$ cat config.mk
export PLATFORM = sky130hd
export DESIGN_NAME = integer_field_formatter
export DESIGN_NICKNAME = d
export VERILOG_FILES = /design/src/hdl/iff_pkg.sv /design/src/hdl/iff_ctrl.sv /design/src/hdl/iff_datapath.sv /design/src/hdl/integer_field_formatter.sv
export SDC_FILE = /design/constraint.sdc
export NUM_CORES = 1
export LEC_CHECK = 0
export BUFFER_PORTS_ARGS = -buffer_cell sky130_fd_sc_hd__buf_4
export CORE_MARGIN = 4
export CORE_UTILIZATION = 25
export CTS_CLUSTER_DIAMETER = 30
export DETAILED_ROUTE_END_ITERATION = 12
export PLACE_DENSITY = 0.47
export RECOVER_POWER = 50
export SETUP_SLACK_MARGIN = 0.4
export SYNTH_ARGS = -nofsm -noshare
export SYNTH_HDL_FRONTEND = slang
export SYNTH_HIERARCHICAL = 1
export SYNTH_SLANG_ARGS = --single-unit
$ cat constraint.sdc
create_clock -name clk -period 11.5 [get_ports clk]
set_input_delay 2.3 -clock clk [delete_from_list [all_inputs] [get_ports clk]]
set_output_delay 2.3 -clock clk [all_outputs]
set_load 0.01 [all_outputs]
$ cat src/hdl/iff_pkg.sv
`default_nettype none
package iff_pkg;

	// lengths of the field and of its parts, up to 64 characters
	localparam int LEN_W = 7;

	localparam logic [1:0] BASE_OCT = 2'd0;
	localparam logic [1:0] BASE_DEC = 2'd1;

	localparam logic [7:0] CH_ZERO    = 8'h30;
	localparam logic [7:0] CH_MINUS   = 8'h2D;
	localparam logic [7:0] CH_PLUS    = 8'h2B;
	localparam logic [7:0] CH_SPACE   = 8'h20;
	localparam logic [7:0] CH_UPPER_A = 8'h41;
	localparam logic [7:0] CH_LOWER_A = 8'h61;

	typedef enum logic [1:0] {
		ST_IDLE,
		ST_CONV,
		ST_MEASURE,
		ST_EMIT
	} state_t;

	typedef struct packed {
		logic load;
		logic step;
		logic measure;
		logic emit;
	} cmd_t;

	typedef struct packed {
		logic in_dec;
		logic empty;
		logic last;
		logic out_free;
	} sts_t;

	function automatic logic [7:0] digit_char(input logic [3:0] d, input logic lower);
		logic [7:0] c;
		if (d < 4'd10) begin
			c = CH_ZERO + {4'd0, d};
		end else begin
			c = (lower ? CH_LOWER_A : CH_UPPER_A) + {4'd0, d} - 8'd10;
		end
		return c;
	endfunction

endpackage
`default_nettype wire

$ cat src/hdl/iff_ctrl.sv
`default_nettype none
module iff_ctrl #(
	parameter int VALUE_BITS = 64
) (
	input  wire logic          clk,
	input  wire logic          arst_n,
	input  wire logic          in_valid,
	output logic               in_stall,
	input  wire iff_pkg::sts_t sts,
	output iff_pkg::cmd_t      cmd
);
	import iff_pkg::*;

	localparam int CNT_W = $clog2(VALUE_BITS);

	state_t state_q, state_nx;
	logic [CNT_W-1:0] cnt_q;
	logic conv_done;

	assign conv_done = (cnt_q == CNT_W'(VALUE_BITS - 1));

	always_ff @(posedge clk or negedge arst_n) begin
		if (!arst_n) begin
			state_q <= ST_IDLE;
			cnt_q   <= '0;
		end else begin
			state_q <= state_nx;
			if (cmd.load) begin
				cnt_q <= '0;
			end else if (cmd.step) begin
				cnt_q <= cnt_q + 1'b1;
			end
		end
	end

	always_comb begin
		state_nx = state_q;
		unique case (state_q)
			ST_IDLE: begin
				if (in_valid) begin
					state_nx = sts.in_dec ? ST_CONV : ST_MEASURE;
				end
			end
			ST_CONV: begin
				if (conv_done) begin
					state_nx = ST_MEASURE;
				end
			end
			ST_MEASURE: begin
				state_nx = sts.empty ? ST_IDLE : ST_EMIT;
			end
			ST_EMIT: begin
				if (sts.out_free && sts.last) begin
					state_nx = ST_IDLE;
				end
			end
			default: state_nx = ST_IDLE;
		endcase
	end

	always_comb begin
		cmd      = '0;
		in_stall = 1'b1;
		unique case (state_q)
			ST_IDLE: begin
				in_stall = 1'b0;
				cmd.load = in_valid;
			end
			ST_CONV:    cmd.step    = 1'b1;
			ST_MEASURE: cmd.measure = 1'b1;
			ST_EMIT:    cmd.emit    = sts.out_free;
			default:    cmd         = '0;
		endcase
	end

endmodule
`default_nettype wire

$ cat src/hdl/iff_datapath.sv
`default_nettype none
module iff_datapath #(
	parameter int MAX_CHARS  = 64,
	parameter int VALUE_BITS = 64
) (
	input  wire logic          clk,
	input  wire logic          arst_n,
	input  wire logic          kind,
	input  wire logic [63:0]   value,
	input  wire logic [1:0]    base_select,
	input  wire logic          upper_case,
	input  wire logic [5:0]    field_width,
	input  wire logic [5:0]    min_digits,
	input  wire logic          pad_zero,
	input  wire logic          align_left,
	input  wire logic          force_plus,
	input  wire logic          force_space,
	input  wire iff_pkg::cmd_t cmd,
	output iff_pkg::sts_t      sts,
	output logic               out_valid,
	input  wire logic          out_stall,
	output logic [7:0]         out_char,
	output logic               last_char
);
	import iff_pkg::*;

	localparam int NDIG  = (VALUE_BITS + 2) / 3;
	localparam int EXT_W = 4 * NDIG;
	localparam int IW    = $clog2(NDIG);
	localparam int LIMIT = (MAX_CHARS < 64) ? MAX_CHARS : 64;

	// operand and options
	logic [VALUE_BITS-1:0]  mag_q;
	logic [NDIG-1:0][3:0]   digits_q;
	logic                   lower_q;
	logic [7:0]             sign_q;
	logic                   has_sign_q;
	logic [5:0]             width_q;
	logic [5:0]             prec_q;
	logic                   zpad_q;
	logic                   left_q;

	// field layout
	logic [LEN_W-1:0] n_q, ds_q, de_q, pad_q, p_q;

	logic [7:0] out_char_q;
	logic       last_q;
	logic       out_valid_q;

	// load
	logic [VALUE_BITS-1:0] raw, mag;
	logic [EXT_W-1:0]      ext;
	logic                  neg;
	logic [NDIG-1:0][3:0]  direct;

	always_comb begin
		raw = value[VALUE_BITS-1:0];
		neg = kind & raw[VALUE_BITS-1];
		mag = neg ? (VALUE_BITS'(0) - raw) : raw;
		ext = EXT_W'(mag);
		for (int i = 0; i < NDIG; i++) begin
			if (base_select == BASE_OCT) begin
				direct[i] = {1'b0, ext[3*i +: 3]};
			end else begin
				direct[i] = ext[4*i +: 4];
			end
		end
	end

	// double dabble: add three to every bcd digit of five or more, then shift
	logic [NDIG-1:0][3:0] adj;

	always_comb begin
		for (int i = 0; i < NDIG; i++) begin
			adj[i] = (digits_q[i] >= 4'd5) ? digits_q[i] + 4'd3 : digits_q[i];
		end
	end

	// measure
	logic [LEN_W-1:0] tnd, nd, numlen, wid, padv, tot, n_nx, ds_nx;

	always_comb begin
		tnd = '0;
		for (int i = 0; i < NDIG; i++) begin
			if (digits_q[i] != 4'd0) begin
				tnd = LEN_W'(i + 1);
			end
		end
		nd     = (tnd > {1'b0, prec_q}) ? tnd : {1'b0, prec_q};
		numlen = nd + {{(LEN_W-1){1'b0}}, has_sign_q};
		wid    = {1'b0, width_q};
		padv   = (wid > numlen) ? wid - numlen : '0;
		tot    = numlen + padv;
		n_nx   = (tot > LEN_W'(LIMIT)) ? LEN_W'(LIMIT) : tot;
		ds_nx  = {{(LEN_W-1){1'b0}}, has_sign_q} + (left_q ? '0 : padv);
	end

	// character at the current position
	logic [LEN_W-1:0] k;
	logic [3:0]       dval;
	logic [7:0]       ch;

	always_comb begin
		k    = de_q - p_q - 1'b1;
		dval = (k < LEN_W'(NDIG)) ? digits_q[k[IW-1:0]] : 4'd0;
		priority if (p_q < ds_q) begin
			if (left_q) begin
				ch = sign_q;
			end else if (zpad_q) begin
				ch = (p_q == '0 && has_sign_q) ? sign_q : CH_ZERO;
			end else begin
				ch = (p_q < pad_q) ? CH_SPACE : sign_q;
			end
		end else if (p_q < de_q) begin
			ch = digit_char(dval, lower_q);
		end else begin
			ch = CH_SPACE;
		end
	end

	always_ff @(posedge clk) begin
		if (cmd.load) begin
			mag_q   <= mag;
			lower_q <= kind | ~upper_case;
			width_q <= field_width;
			prec_q  <= min_digits;
			zpad_q  <= pad_zero;
			left_q  <= align_left;
			if (base_select == BASE_DEC) begin
				digits_q <= '0;
			end else begin
				digits_q <= direct;
			end
			has_sign_q <= kind & (neg | force_plus | force_space);
			if (neg) begin
				sign_q <= CH_MINUS;
			end else if (force_plus) begin
				sign_q <= CH_PLUS;
			end else begin
				sign_q <= CH_SPACE;
			end
		end
		if (cmd.step) begin
			digits_q <= EXT_W'({adj, mag_q[VALUE_BITS-1]});
			mag_q    <= {mag_q[VALUE_BITS-2:0], 1'b0};
		end
		if (cmd.measure) begin
			n_q   <= n_nx;
			ds_q  <= ds_nx;
			de_q  <= ds_nx + nd;
			pad_q <= padv;
			p_q   <= '0;
		end
		if (cmd.emit) begin
			out_char_q <= ch;
			last_q     <= (p_q == n_q - 1'b1);
			p_q        <= p_q + 1'b1;
		end
	end

	always_ff @(posedge clk or negedge arst_n) begin
		if (!arst_n) begin
			out_valid_q <= 1'b0;
		end else if (cmd.emit) begin
			out_valid_q <= 1'b1;
		end else if (!out_stall) begin
			out_valid_q <= 1'b0;
		end
	end

	assign sts.in_dec   = (base_select == BASE_DEC);
	assign sts.empty    = (n_nx == '0);
	assign sts.last     = (p_q == n_q - 1'b1);
	assign sts.out_free = ~out_valid_q | ~out_stall;

	assign out_valid = out_valid_q;
	assign out_char  = out_char_q;
	assign last_char = last_q;

endmodule
`default_nettype wire

$ cat src/hdl/integer_field_formatter.sv
`default_nettype none
// Formats one integer per input item as a printf-style field (signed or unsigned, octal,
// decimal or hex, width, precision, zero padding, left alignment, forced sign) and sends it
// out one ASCII character per output item, with last_char on the final one. An empty field
// gives no output. A field holds at most min(MAX_CHARS, 64) characters. Decimal digits come
// from a double-dabble converter that shifts one operand bit per cycle, and the output
// register takes one character per cycle while the receiver does not stall. A new item is
// taken once the previous field has been handed to the output register, while its last
// character may still wait.
module integer_field_formatter #(
	parameter int MAX_CHARS  = 64,
	parameter int VALUE_BITS = 64
) (
	input  wire logic        clk,
	input  wire logic        arst_n,
	input  wire logic        in_valid,
	output logic             in_stall,
	input  wire logic        kind,
	input  wire logic [63:0] value,
	input  wire logic [1:0]  base_select,
	input  wire logic        upper_case,
	input  wire logic [5:0]  field_width,
	input  wire logic [5:0]  min_digits,
	input  wire logic        pad_zero,
	input  wire logic        align_left,
	input  wire logic        force_plus,
	input  wire logic        force_space,
	output logic             out_valid,
	input  wire logic        out_stall,
	output logic [7:0]       out_char,
	output logic             last_char
);
	import iff_pkg::*;

	cmd_t cmd;
	sts_t sts;

	iff_ctrl #(
		.VALUE_BITS(VALUE_BITS)
	) u_ctrl (
		.clk     (clk),
		.arst_n  (arst_n),
		.in_valid(in_valid),
		.in_stall(in_stall),
		.sts     (sts),
		.cmd     (cmd)
	);

	iff_datapath #(
		.MAX_CHARS (MAX_CHARS),
		.VALUE_BITS(VALUE_BITS)
	) u_datapath (
		.clk        (clk),
		.arst_n     (arst_n),
		.kind       (kind),
		.value      (value),
		.base_select(base_select),
		.upper_case (upper_case),
		.field_width(field_width),
		.min_digits (min_digits),
		.pad_zero   (pad_zero),
		.align_left (align_left),
		.force_plus (force_plus),
		.force_space(force_space),
		.cmd        (cmd),
		.sts        (sts),
		.out_valid  (out_valid),
		.out_stall  (out_stall),
		.out_char   (out_char),
		.last_char  (last_char)
	);

endmodule
`default_nettype wire

## Yosys cells after proc, flatten, opt, wreduce, memory -nomap -nowiden

Cells that the tools add are included.

| word-level totals | value |
|---|---|
| bits in registers | 229 |
| bits of input ports | 88 |
| output and inout bits | 11 |
| word-level logic and storage cells | 263 |

| cells by class | value |
|---|---|
| add/sub/neg operators | 36 |
| order comparisons | 31 |
| equality and inequality tests | 10 |
| multiplexer cells | 105 |
| bitwise logic cells | 9 |
| reduce and logical (&&, ||, !) cells | 31 |

Operators with widths:

| operator | count |
|---|---|
| $mux 4 | 48 |
| $mux 64 | 3 |
| $mux 88 | 2 |
| $ge 4x3->1 const B | 22 |
| $reduce_bool 4->1 | 22 |
| $mux 85 | 1 |
| $add 4x2->4 const B | 21 |
| $sub 1x64->64 const A | 1 |
| $mux 8 | 7 |
| $mux 5 | 7 |
| $mux 7 | 5 |
| $mux 3 | 10 |
| $mux 6 | 4 |
| $lt 7x7->1 | 3 |
| $bmux 4 s5 | 1 |
| $add 7x7->7 | 2 |
| $logic_not 7->1 | 2 |
| $mux 2 | 7 |
| $sub 7x1->7 const B | 2 |
| $mux 1 | 9 |
| $add 8x4->8 | 1 |
| $pmux 2 s4 | 1 |
| $sub 8x4->8 const B | 1 |
| $add 1x7->7 | 1 |
| 26 further kinds | 39 |

## Longest topological paths before layout

Gate-level depths: netlist (run 1).

| logic depth | value |
|---|---|
| depth in word-level cells | 34 |
| depth in mapped cells | 40 |
| gate-level depth less buffers | 38 |

## By module

The synthesis (run 1) kept the hierarchy.

By module, submodules not included:

| module | times used | cells an instance | area an instance (sq um) | sequential area each (sq um) |
|---|---|---|---|---|
| iff_datapath | 1 | 1527 | 15357.2 | 6441.2 |
| iff_ctrl | 1 | 51 | 470.5 | 200.2 |

## Worst setup path before layout (run 1)

OpenSTA, ideal clock, no wires.

| timing | value |
|---|---|
| kind | register to register |
| start | reg u_datapath/digits_q[72] (netlist bit) |
| end | reg u_ctrl.state_q[1] |
| library setup time | 0.120 ns |
| data arrival time | 7.514 ns |
| required time | 11.380 ns |
| path slack | 3.866 ns |
| stages on the path, launching flop included | 36 |
| buffers on the path | 1 |
| period minus slack after synthesis | 7.634 ns |
| path through | edfxtp_1 > inv_1 > ha_1 > or3b_1 > nor2_2 > and3_1 > a21oi_1 > or2_2 > ha_1 > nor2b_1 > o21a_1 > o21a_1 > o21ai_1 > nand2_1 > o21ai_0 > ha_1 > ha_1 > nand3_1 > a221o_1 > inv_1 > ha_1 > nand2_1 > nor2_1 > or2_2 > clkbuf_1 > nor3_1 > ha_1 > and3_1 > a221o_1 > maj3_2 > o31ai_4 > xor2_2 > nor4b_1 > nand2b_1 > o21ai_0 > a31o_2 |

RTL lines:

| what | RTL line | source |
|---|---|---|
| from (decl) | iff_datapath.sv:34 | `logic [NDIG-1:0][3:0] digits_q;` |
| from (signal assigned) | iff_datapath.sv:132 | `digits_q <= direct;` |
| from (signal assigned) | iff_datapath.sv:144 | `digits_q <= EXT_W'({adj, mag_q[VALUE_BITS-1]});` |
| to (signal assigned) | iff_ctrl.sv:27 | `state_q <= state_nx;` |
| to (decl) | iff_ctrl.sv:16 | `state_t state_q, state_nx;` |

==> metrics.txt, run 1 <==
# TYPE chip_impl_metric gauge
chip_impl_metric{name="relSlewSlack",unit="%"} -129
chip_impl_metric{name="flow.area_growth_from_synthesis",unit="%"} 25.0
chip_impl_metric{name="largest_net_degree_at_the_start_of_global_routing",unit=""} 85
chip_impl_metric{name="synth.ff_latch_count",unit=""} 223
chip_impl_metric{name="cts_hold_repair.buffers",unit=""} 0
chip_impl_metric{name="globalRouteOverflowTotal",unit=""} 0
chip_impl_metric{name="antenna_found_initial",unit=""} 2
chip_impl_metric{name="gp_routability_congestion",unit=""} 0.802
chip_impl_metric{name="grt_util_all_layers",unit="%"} 14.1
chip_impl_metric{name="grt_pass1_wl",unit="um"} 74300
chip_impl_metric{name="post_route_cells_drive_above_1_share",unit="%"} 15.9
chip_impl_info{name="worst_setup_path_start_kind",value="flop"} 1
chip_impl_info{name="cpMostUsedCell",value="sky130_fd_sc_hd__ha_1"} 1
chip_impl_metric{name="timing.critical_path.fanout_max",unit=""} 9
chip_impl_metric{name="cellLeakagePower",unit="nW"} 7.44
chip_impl_metric{name="cts_max_level",unit=""} 3
chip_impl_metric{name="slew_viol_final",unit=""} 266
chip_impl_metric{name="drc",unit=""} 0
chip_impl_metric{name="worst-slew-pin-transition",unit="ps"} 3430
chip_impl_metric{name="setup-tns-final",unit="ps"} 0
chip_impl_metric{name="design.final.nets",unit=""} 1889
chip_impl_metric{name="total_i_o_pin_count",unit=""} 99
chip_impl_metric{name="clkSlewWorstSetupHoldPaths",unit="ps"} 50
chip_impl_metric{name="power-per-cell-area",unit="nW/um^2"} 325
chip_impl_metric{name="clock_skew",unit="ps"} 32.8
chip_impl_metric{name="tritoncts_num_sinks",unit=""} 223
chip_impl_info{name="path_class",value="flop to flop"} 1
chip_impl_metric{name="portBuffers",unit=""} 97
chip_impl_info{name="cts_tree",value="done"} 1
chip_impl_info{name="worst_hold_path_type",value="flop to flop"} 1
chip_impl_metric{name="postSynth.asyncResetShare",unit="%"} 4.04
chip_impl_metric{name="drt_first_iter_violations",unit=""} 772
chip_impl_info{name="slowest_stage",value="sky130_fd_sc_hd__nor3_1"} 1
chip_impl_metric{name="dr.pass1.iters",unit=""} 5
chip_impl_metric{name="antenna_left",unit=""} 0
chip_impl_metric{name="via_count_of_the_first_global_routing_pass",unit=""} 12600
chip_impl_metric{name="tritoncts.num_buffers",unit=""} 68
chip_impl_metric{name="route.detailed.wl_per_inst",unit="um"} 18.6
chip_impl_metric{name="dp.final_hpwl",unit="um"} 34700
chip_impl_info{name="violations",value="max-capacitance violations, max-slew violations"} 1
chip_impl_metric{name="cp_slowest_stage_delay",unit="ps"} 540
chip_impl_metric{name="syn_area",unit="um^2"} 15800
chip_impl_metric{name="ir_drop",unit="uV"} 143
chip_impl_metric{name="die_width",unit="um"} 260
chip_impl_metric{name="via_count",unit=""} 12700
chip_impl_metric{name="synth-seq-area-share",unit="%"} 42.0
chip_impl_metric{name="worst-endpoint-required",unit="ps"} 11950
chip_impl_metric{name="achievable-frequency",unit="MHz"} 113
chip_impl_metric{name="synth_nets",unit=""} 1769
chip_impl_metric{name="share_of_the_clock_period_used_by_the_worst_path_after_layout",unit="%"} 76.7
chip_impl_info{name="clock_tree.root_cell",value="sky130_fd_sc_hd__clkbuf_16"} 1
chip_impl_metric{name="syn_avg_cell_area",unit="um^2"} 10.0
chip_impl_metric{name="drv_cap",unit=""} 7
chip_impl_info{name="synth_flop_cell",value="sky130_fd_sc_hd__edfxtp_1"} 1
chip_impl_metric{name="area_of_the_die",unit="um^2"} 67400
chip_impl_metric{name="postSynthCellCount",unit=""} 1578
chip_impl_metric{name="number_of_enable_type_register_cells_in_the_synthesized_netlist",unit=""} 213
chip_impl_metric{name="clock_insertion_delay_worst_skew",unit="ps"} 590
chip_impl_metric{name="post-cts-setup-buffer-count",unit=""} 0
chip_impl_metric{name="finish.utilization",unit="%"} 31.8
chip_impl_metric{name="rows",unit=""} 91
chip_impl_metric{name="postCtsResizedCells",unit=""} 0
chip_impl_metric{name="dieHeight",unit="um"} 260
chip_impl_info{name="outcome",value="finished, violations left"} 1
chip_impl_info{name="worstSetupEndpointType",value="flop"} 1
chip_impl_metric{name="postLayoutSetupSlackWorst",unit="ps"} 2680
chip_impl_metric{name="period_needed",unit="ps"} 8820
chip_impl_metric{name="synthesis.yosys.warnings",unit=""} 6
chip_impl_metric{name="yosys.cell_types.count",unit=""} 84
chip_impl_metric{name="drt-vias-per-instance",unit=""} 4.92
chip_impl_metric{name="placeableCoreArea",unit="um^2"} 62200
chip_impl_metric{name="placement.setup.worst_slack",unit="ps"} 2750
chip_impl_metric{name="wirelength",unit="um"} 48200
chip_impl_metric{name="hold_violation_count_in_the_final_report",unit=""} 0
chip_impl_metric{name="cp_data_arrival_time",unit="ps"} 9270
chip_impl_metric{name="starting_utilization_of_the_core_area",unit="%"} 25.5
chip_impl_info{name="setup_repair_after_global_routing_missed_its_margin",value="false"} 1
chip_impl_metric{name="clockBufferDepth",unit=""} 3
chip_impl_metric{name="setup-violations-final",unit=""} 0
path summary, 6_finish.rpt:
path | slack, ps | cells past startpoint | from | end
setup reg to reg | 2680 | 35 | u_datapath/digits_q[8] | u_ctrl/state_q[1]
hold reg to reg | 500 | 2 | u_datapath/mag_q[0] | u_datapath/mag_q[0]
min in group asynchronous | 1670 | 1 | arst_n | u_ctrl/cnt_q[4]
max in group asynchronous | 9470 | 1 | arst_n | u_ctrl/state_q[1]
hold / removal | 500 | 2 | u_datapath/mag_q[0] | u_datapath/mag_q[0]
setup / recovery | 2680 | 35 | u_datapath/digits_q[8] | u_ctrl/state_q[1]
routing by layer:
metal  track usage [%]  wire (um)
met1              19.3      22700
met2              22.0      21800
met3              3.42       2490
met4              4.81       1250
met5                 0          0
state kept, by name, summed over array words and instances, names as in the netlist, 2 cells and up:
signal,count
u_ctrl/state_q,2
u_datapath/out_char,7
u_datapath/sign_q,3
u_datapath/prec_q,6
u_datapath/ds_q,7
u_datapath/mag_q,64
u_datapath/width_q,6
u_datapath/digits_q,88
u_ctrl/cnt_q,6
u_datapath/p_q,7
u_datapath/n_q,7
u_datapath/de_q,7
u_datapath/pad_q,7
layout make-up:
type	instances	area, um^2
diodes	1	2.50
clock buffers	82	1840
clock inverters	42	542
fillers	6440	42400
inverters	103	388
multi-input cells	1189	8560
flip-flops and latches	223	6640
well taps	837	1050
repair buffers	113	766
synth_stat cells, types with 31 or more instances:
library cell | count | area [um^2]
sky130_fd_sc_hd__clkbuf_1 | 52 | 195
sky130_fd_sc_hd__a21oi_1 | 116 | 581
sky130_fd_sc_hd__xor2_1 | 45 | 394
sky130_fd_sc_hd__inv_1 | 101 | 379
sky130_fd_sc_hd__ha_1 | 100 | 1250
sky130_fd_sc_hd__xnor2_1 | 81 | 709
sky130_fd_sc_hd__nand2_1 | 122 | 458
sky130_fd_sc_hd__nor2_1 | 117 | 439
sky130_fd_sc_hd__a22o_1 | 32 | 280
sky130_fd_sc_hd__nor2b_1 | 31 | 194
sky130_fd_sc_hd__nand2b_1 | 36 | 225
sky130_fd_sc_hd__edfxtp_1 | 213 | 6400
sky130_fd_sc_hd__o21ai_0 | 107 | 536
report_power, final:
part	leakage, nW	total, W	internal, W	switching (W)
combinational	4.08	0.00265	0.00111	0.00154
clock	1.15	0.00194	0.00138	0.000563
sequential	2.21	0.00183	0.00149	0.000337
total	7.44	0.00642	0.00398	0.00244
cell families (layout without fill, tap and decap cells):
| family | Yosys count | in the layout | share of synthesized area [%] |
|---|---|---|---|
| other | 1 | 2 | 0.0237 |
| AND/OR/NAND/NOR | 477 | 477 | 15.7 |
| multiplexers | 53 | 53 | 5.30 |
| flip-flops | 223 | 223 | 42.0 |
| adder cells (fa/ha/maj) | 105 | 105 | 8.42 |
| buffers and inverters | 166 | 340 | 4.02 |
| XOR/XNOR | 127 | 127 | 7.08 |
| AO/OA/AOI/OAI | 426 | 426 | 17.5 |
placed cells by master (no fill, tap or decap), types with 14 or more instances in the layout:
| master | n |
|---|---|
| sky130_fd_sc_hd__edfxtp_1 | 213 |
| sky130_fd_sc_hd__o31ai_1 | 14 |
| sky130_fd_sc_hd__nand2b_1 | 36 |
| sky130_fd_sc_hd__clkbuf_16 | 71 |
| sky130_fd_sc_hd__nand2_1 | 122 |
| sky130_fd_sc_hd__mux4_2 | 24 |
| sky130_fd_sc_hd__mux2i_1 | 23 |
| sky130_fd_sc_hd__nor2_1 | 116 |
| sky130_fd_sc_hd__nand3_1 | 15 |
| sky130_fd_sc_hd__nor2b_1 | 30 |
| sky130_fd_sc_hd__xnor2_1 | 81 |
| sky130_fd_sc_hd__clkinv_2 | 14 |
| sky130_fd_sc_hd__clkbuf_1 | 31 |
| sky130_fd_sc_hd__xor2_1 | 45 |
| sky130_fd_sc_hd__inv_1 | 101 |
| sky130_fd_sc_hd__ha_1 | 100 |
| sky130_fd_sc_hd__a21oi_1 | 116 |
| sky130_fd_sc_hd__a221oi_1 | 14 |
| sky130_fd_sc_hd__a22o_1 | 32 |
| sky130_fd_sc_hd__o21ai_0 | 107 |
| sky130_fd_sc_hd__clkbuf_4 | 15 |
| sky130_fd_sc_hd__o22ai_1 | 30 |
| sky130_fd_sc_hd__nor3_1 | 30 |
| sky130_fd_sc_hd__nor3b_1 | 27 |
| sky130_fd_sc_hd__buf_4 | 76 |
through the flow:
stage               hold slack [ps]  std cells  power (W)  instance area [um^2]
floorplan                       460       1578    0.00370                 15800
global placement                478       2465    0.00444                 17500
detailed placement              482       2465    0.00449                 17500
CTS                             494       2589    0.00648                 19900
global route                    512       2590    0.00688                 19800
finish                          496       2590    0.00642                 19800
critical path: cells and delay by family (launching register included):
family	cells	cell delay (ps)
buffers and inverters	2	220
adder cells (fa/ha/maj)	7	2100
AND/OR/NAND/NOR	6	1630
AO/OA/AOI/OAI	18	3860
XOR/XNOR	2	470
flip-flops	1	420
Note: power is estimated with default switching activity, not from simulation.
==> run 2, diff against run 1 <==
--- a/config.mk
+++ b/config.mk
@@ -10,7 +10,7 @@
 export CORE_UTILIZATION = 25
 export CTS_CLUSTER_DIAMETER = 30
 export DETAILED_ROUTE_END_ITERATION = 12
-export PLACE_DENSITY = 0.47
+export PLACE_DENSITY = 0.48
 export RECOVER_POWER = 50
 export SETUP_SLACK_MARGIN = 0.4
 export SYNTH_ARGS = -nofsm -noshare
==> constraint.sdc (replaced) <==
create_clock -name clk -period 7.7 [get_ports clk]
set_input_delay 1.54 -clock clk [delete_from_list [all_inputs] [get_ports clk]]
set_output_delay 1.54 -clock clk [all_outputs]
set_load 0.01 [all_outputs]
==> run 2 against run 1 <==
  * The flow still finishes with violations (max-capacitance violations, max-slew violations)
  * Routed wire length grew 1.3%
  * Fmax grew 23%
  * Sequential cell count did not move
  * Count of clock-buffer cells in the layout shrank 16
  * Global-route usage fell by 0.098 points
  * Power up 50%
  * Utilization increased by 1.2 points
  * Clock power is 27% higher
  * Register-to-register slack lost 2200 ps
  * First-iteration DRC count up 1.3%
  * Highest routed layer unchanged
==> metrics.txt, run 2 (synthesized netlist as in run 1, its figures left out) <==
# TYPE chip_impl_metric gauge
chip_impl_info{name="outcome",value="finished, violations left"} 1
chip_impl_info{name="violations",value="max-capacitance violations, max-slew violations"} 1
chip_impl_metric{name="area_of_the_die",unit="um^2"} 67400
chip_impl_info{name="hold_path.startpoint",value="u_datapath/mag_q[0]"} 1
chip_impl_metric{name="timing.critical_path.fanout_max",unit=""} 6
chip_impl_info{name="reg.largest.list",value="u_datapath/digits_q (88), u_datapath/mag_q (64)"} 1
chip_impl_metric{name="clock_insertion_delay_worst_skew",unit="ps"} 610
chip_impl_metric{name="share_of_the_clock_period_used_by_the_worst_path_after_layout",unit="%"} 93.3
chip_impl_metric{name="clkSlewWorstSetupHoldPaths",unit="ps"} 50
chip_impl_metric{name="largest_register_ff_count",unit=""} 88
chip_impl_metric{name="tritoncts_num_sinks",unit=""} 223
chip_impl_metric{name="achievable-frequency",unit="MHz"} 139
chip_impl_info{name="clock_tree.root_cell",value="sky130_fd_sc_hd__clkbuf_16"} 1
chip_impl_metric{name="global_route_met3_usage",unit="%"} 3.03
chip_impl_metric{name="finish.utilization",unit="%"} 33.0
chip_impl_metric{name="drt-vias-per-instance",unit=""} 4.91
chip_impl_metric{name="globalRouteOverflowTotal",unit=""} 0
chip_impl_metric{name="placement.setup.worst_slack",unit="ps"} -6.46
chip_impl_info{name="setup_repair_after_global_routing_missed_its_margin",value="true"} 1
chip_impl_info{name="worst_setup_path_start_kind",value="flop"} 1
chip_impl_metric{name="clockBufferDepth",unit=""} 3
chip_impl_metric{name="post_route_cells_drive_above_1_share",unit="%"} 23.4
chip_impl_metric{name="die_width",unit="um"} 260
chip_impl_metric{name="drc",unit=""} 0
chip_impl_metric{name="design.final.nets",unit=""} 1958
chip_impl_metric{name="wirelength",unit="um"} 48900
chip_impl_metric{name="design_power_total",unit="W"} 0.00962
chip_impl_info{name="critPathLaunch",value="u_datapath/digits_q[56]"} 1
chip_impl_metric{name="tritoncts.num_buffers",unit=""} 58
chip_impl_metric{name="grt_pass1_wl",unit="um"} 74600
chip_impl_metric{name="seq_area",unit="um^2"} 6640
chip_impl_metric{name="largest_net_degree_at_the_start_of_global_routing",unit=""} 152
chip_impl_metric{name="gp_routability_congestion",unit=""} 0.833
chip_impl_metric{name="grt_util_all_layers",unit="%"} 14.0
chip_impl_info{name="worst_hold_path_type",value="flop to flop"} 1
chip_impl_metric{name="cellLeakagePower",unit="nW"} 7.73
chip_impl_info{name="r2r-start",value="u_datapath/digits_q[56]"} 1
chip_impl_metric{name="cp_slowest_stage_delay",unit="ps"} 470
chip_impl_metric{name="met1_usage",unit="%"} 19.3
chip_impl_info{name="globalRoute.busiestLayer",value="met2"} 1
chip_impl_metric{name="placeableCoreArea",unit="um^2"} 62200
chip_impl_metric{name="num_antenna_cells",unit=""} 0
chip_impl_metric{name="hold_violation_count_in_the_final_report",unit=""} 0
chip_impl_metric{name="multi_input_comb_area",unit="um^2"} 9030
chip_impl_metric{name="portBuffers",unit=""} 97
chip_impl_metric{name="drv_cap",unit=""} 7
chip_impl_metric{name="via_count",unit=""} 13000
chip_impl_metric{name="grt.met2_usage",unit="%"} 21.9
chip_impl_metric{name="via_count_of_the_first_global_routing_pass",unit=""} 12900
chip_impl_info{name="cts_tree",value="done"} 1
chip_impl_metric{name="worst-endpoint-required",unit="ps"} 8180
chip_impl_metric{name="cp_data_arrival_time",unit="ps"} 7660
chip_impl_metric{name="relSlewSlack",unit="%"} -177
chip_impl_info{name="slowest_stage",value="sky130_fd_sc_hd__edfxtp_1"} 1
chip_impl_info{name="path_class",value="flop to flop"} 1
chip_impl_metric{name="layout.cell_area.non_filler",unit="um^2"} 20500
chip_impl_metric{name="flow.area_growth_from_synthesis",unit="%"} 29.5
chip_impl_metric{name="power-per-cell-area",unit="nW/um^2"} 469
chip_impl_info{name="registers.top_by_ff_count",value="u_datapath/digits_q"} 1
chip_impl_metric{name="antenna_left",unit=""} 0
chip_impl_metric{name="antenna_found_initial",unit=""} 1
chip_impl_metric{name="dr.pass1.iters",unit=""} 7
chip_impl_metric{name="slew_viol_final",unit=""} 403
chip_impl_info{name="worstSetupEndpointType",value="flop"} 1
chip_impl_metric{name="route.detailed.wl_per_inst",unit="um"} 18.4
chip_impl_metric{name="post_dp_cell_area",unit="um^2"} 17800
chip_impl_info{name="cpMostUsedCell",value="sky130_fd_sc_hd__buf_4"} 1
chip_impl_metric{name="period_needed",unit="ps"} 7180
chip_impl_metric{name="starting_utilization_of_the_core_area",unit="%"} 25.5
chip_impl_metric{name="rows",unit=""} 91
chip_impl_metric{name="dp.final_hpwl",unit="um"} 35000
chip_impl_metric{name="ir_drop",unit="uV"} 378
chip_impl_info{name="commonest_non_fill_non_tap_cell_in_the_layout",value="sky130_fd_sc_hd__edfxtp_1"} 1
chip_impl_metric{name="number_of_fill_cells_in_the_layout",unit=""} 6384
chip_impl_metric{name="worst-slew-pin-transition",unit="ps"} 4150
chip_impl_metric{name="postLayoutSetupSlackWorst",unit="ps"} 519
chip_impl_metric{name="setup-violations-final",unit=""} 0
chip_impl_metric{name="dieHeight",unit="um"} 260
chip_impl_metric{name="total_i_o_pin_count",unit=""} 99
chip_impl_metric{name="drt_first_iter_violations",unit=""} 782
chip_impl_metric{name="cts_max_level",unit=""} 2
chip_impl_metric{name="clock_skew",unit="ps"} 24.6
chip_impl_info{name="layout_common_cells",value="sky130_fd_sc_hd__edfxtp_1 (213), sky130_fd_sc_hd__buf_4 (157), sky130_fd_sc_hd__nand2_1 (121)"} 1
-- run 2: per-stage QoR --
step | setup TNS (ps) | hold slack (ps) | instances
2_1_floorplan | 0 | 460 | 1578
3_3_place_gp | 0 | 475 | 2500
3_5_place_dp | -6.46 | 495 | 2500
4_1_cts | 0 | 507 | 2621
5_1_grt | 0 | 529 | 2654
6_report | 0 | 503 | 2654
-- run 2: repair_timing --
action / 4_1_cts / 5_1_grt
endpoints found under the setup margin: 5 / 12
resized for setup: 34 / 64
pin swaps: 12 / 42
buffers inserted: 11 / 33
hold buffers: 0 / 0
-- run 2: power by group --
group | internal (W) | leakage, nW | switching [W] | total (W)
Combinational | 0.00195 | 4.56 | 0.00245 | 0.00440
Sequential | 0.00227 | 2.21 | 0.000487 | 0.00275
Clock | 0.00165 | 0.958 | 0.000818 | 0.00246
Total | 0.00586 | 7.73 | 0.00376 | 0.00962
-- run 2: path summary, 6_finish.rpt --
kind | end | slack [ps] | cells after the start
max | u_ctrl/state_q[1] | 520 | 33
min | u_datapath/mag_q[0] | 500 | 2
max reg2reg | u_ctrl/state_q[1] | 520 | 33
min reg2reg | u_datapath/mag_q[0] | 500 | 2
max in group asynchronous | u_ctrl/cnt_q[3] | 6440 | 1
min in group asynchronous | u_datapath/out_valid | 890 | 1
-- run 2: layer usage --
layer | vias to the layer above | wire, um
li1 | 6247 | -
met1 | 6308 | 22500
met2 | 385 | 22100
met3 | 81 | 2990
met4 | 0 | 1270
met5 | - | 0
-- run 2: layout make-up --
cell class / instances / share of cell area, %
clock buffer: 66 / 7.33
inverter: 103 / 1.89
multi-input combinational: 1189 / 44.0
timing repair buffer: 192 / 6.74
clock inverter: 44 / 2.50
sequential: 223 / 32.4
tap: 837 / 5.11
-- run 2: critical path, delay by kind of cell (launching register included) --
family / cells / cell delay (ps)
compound gates: 8 / 1800
xor+xnor: 1 / 110
fa+ha+maj: 6 / 1580
buf+inv: 5 / 650
flops: 1 / 470
simple gates: 13 / 2420
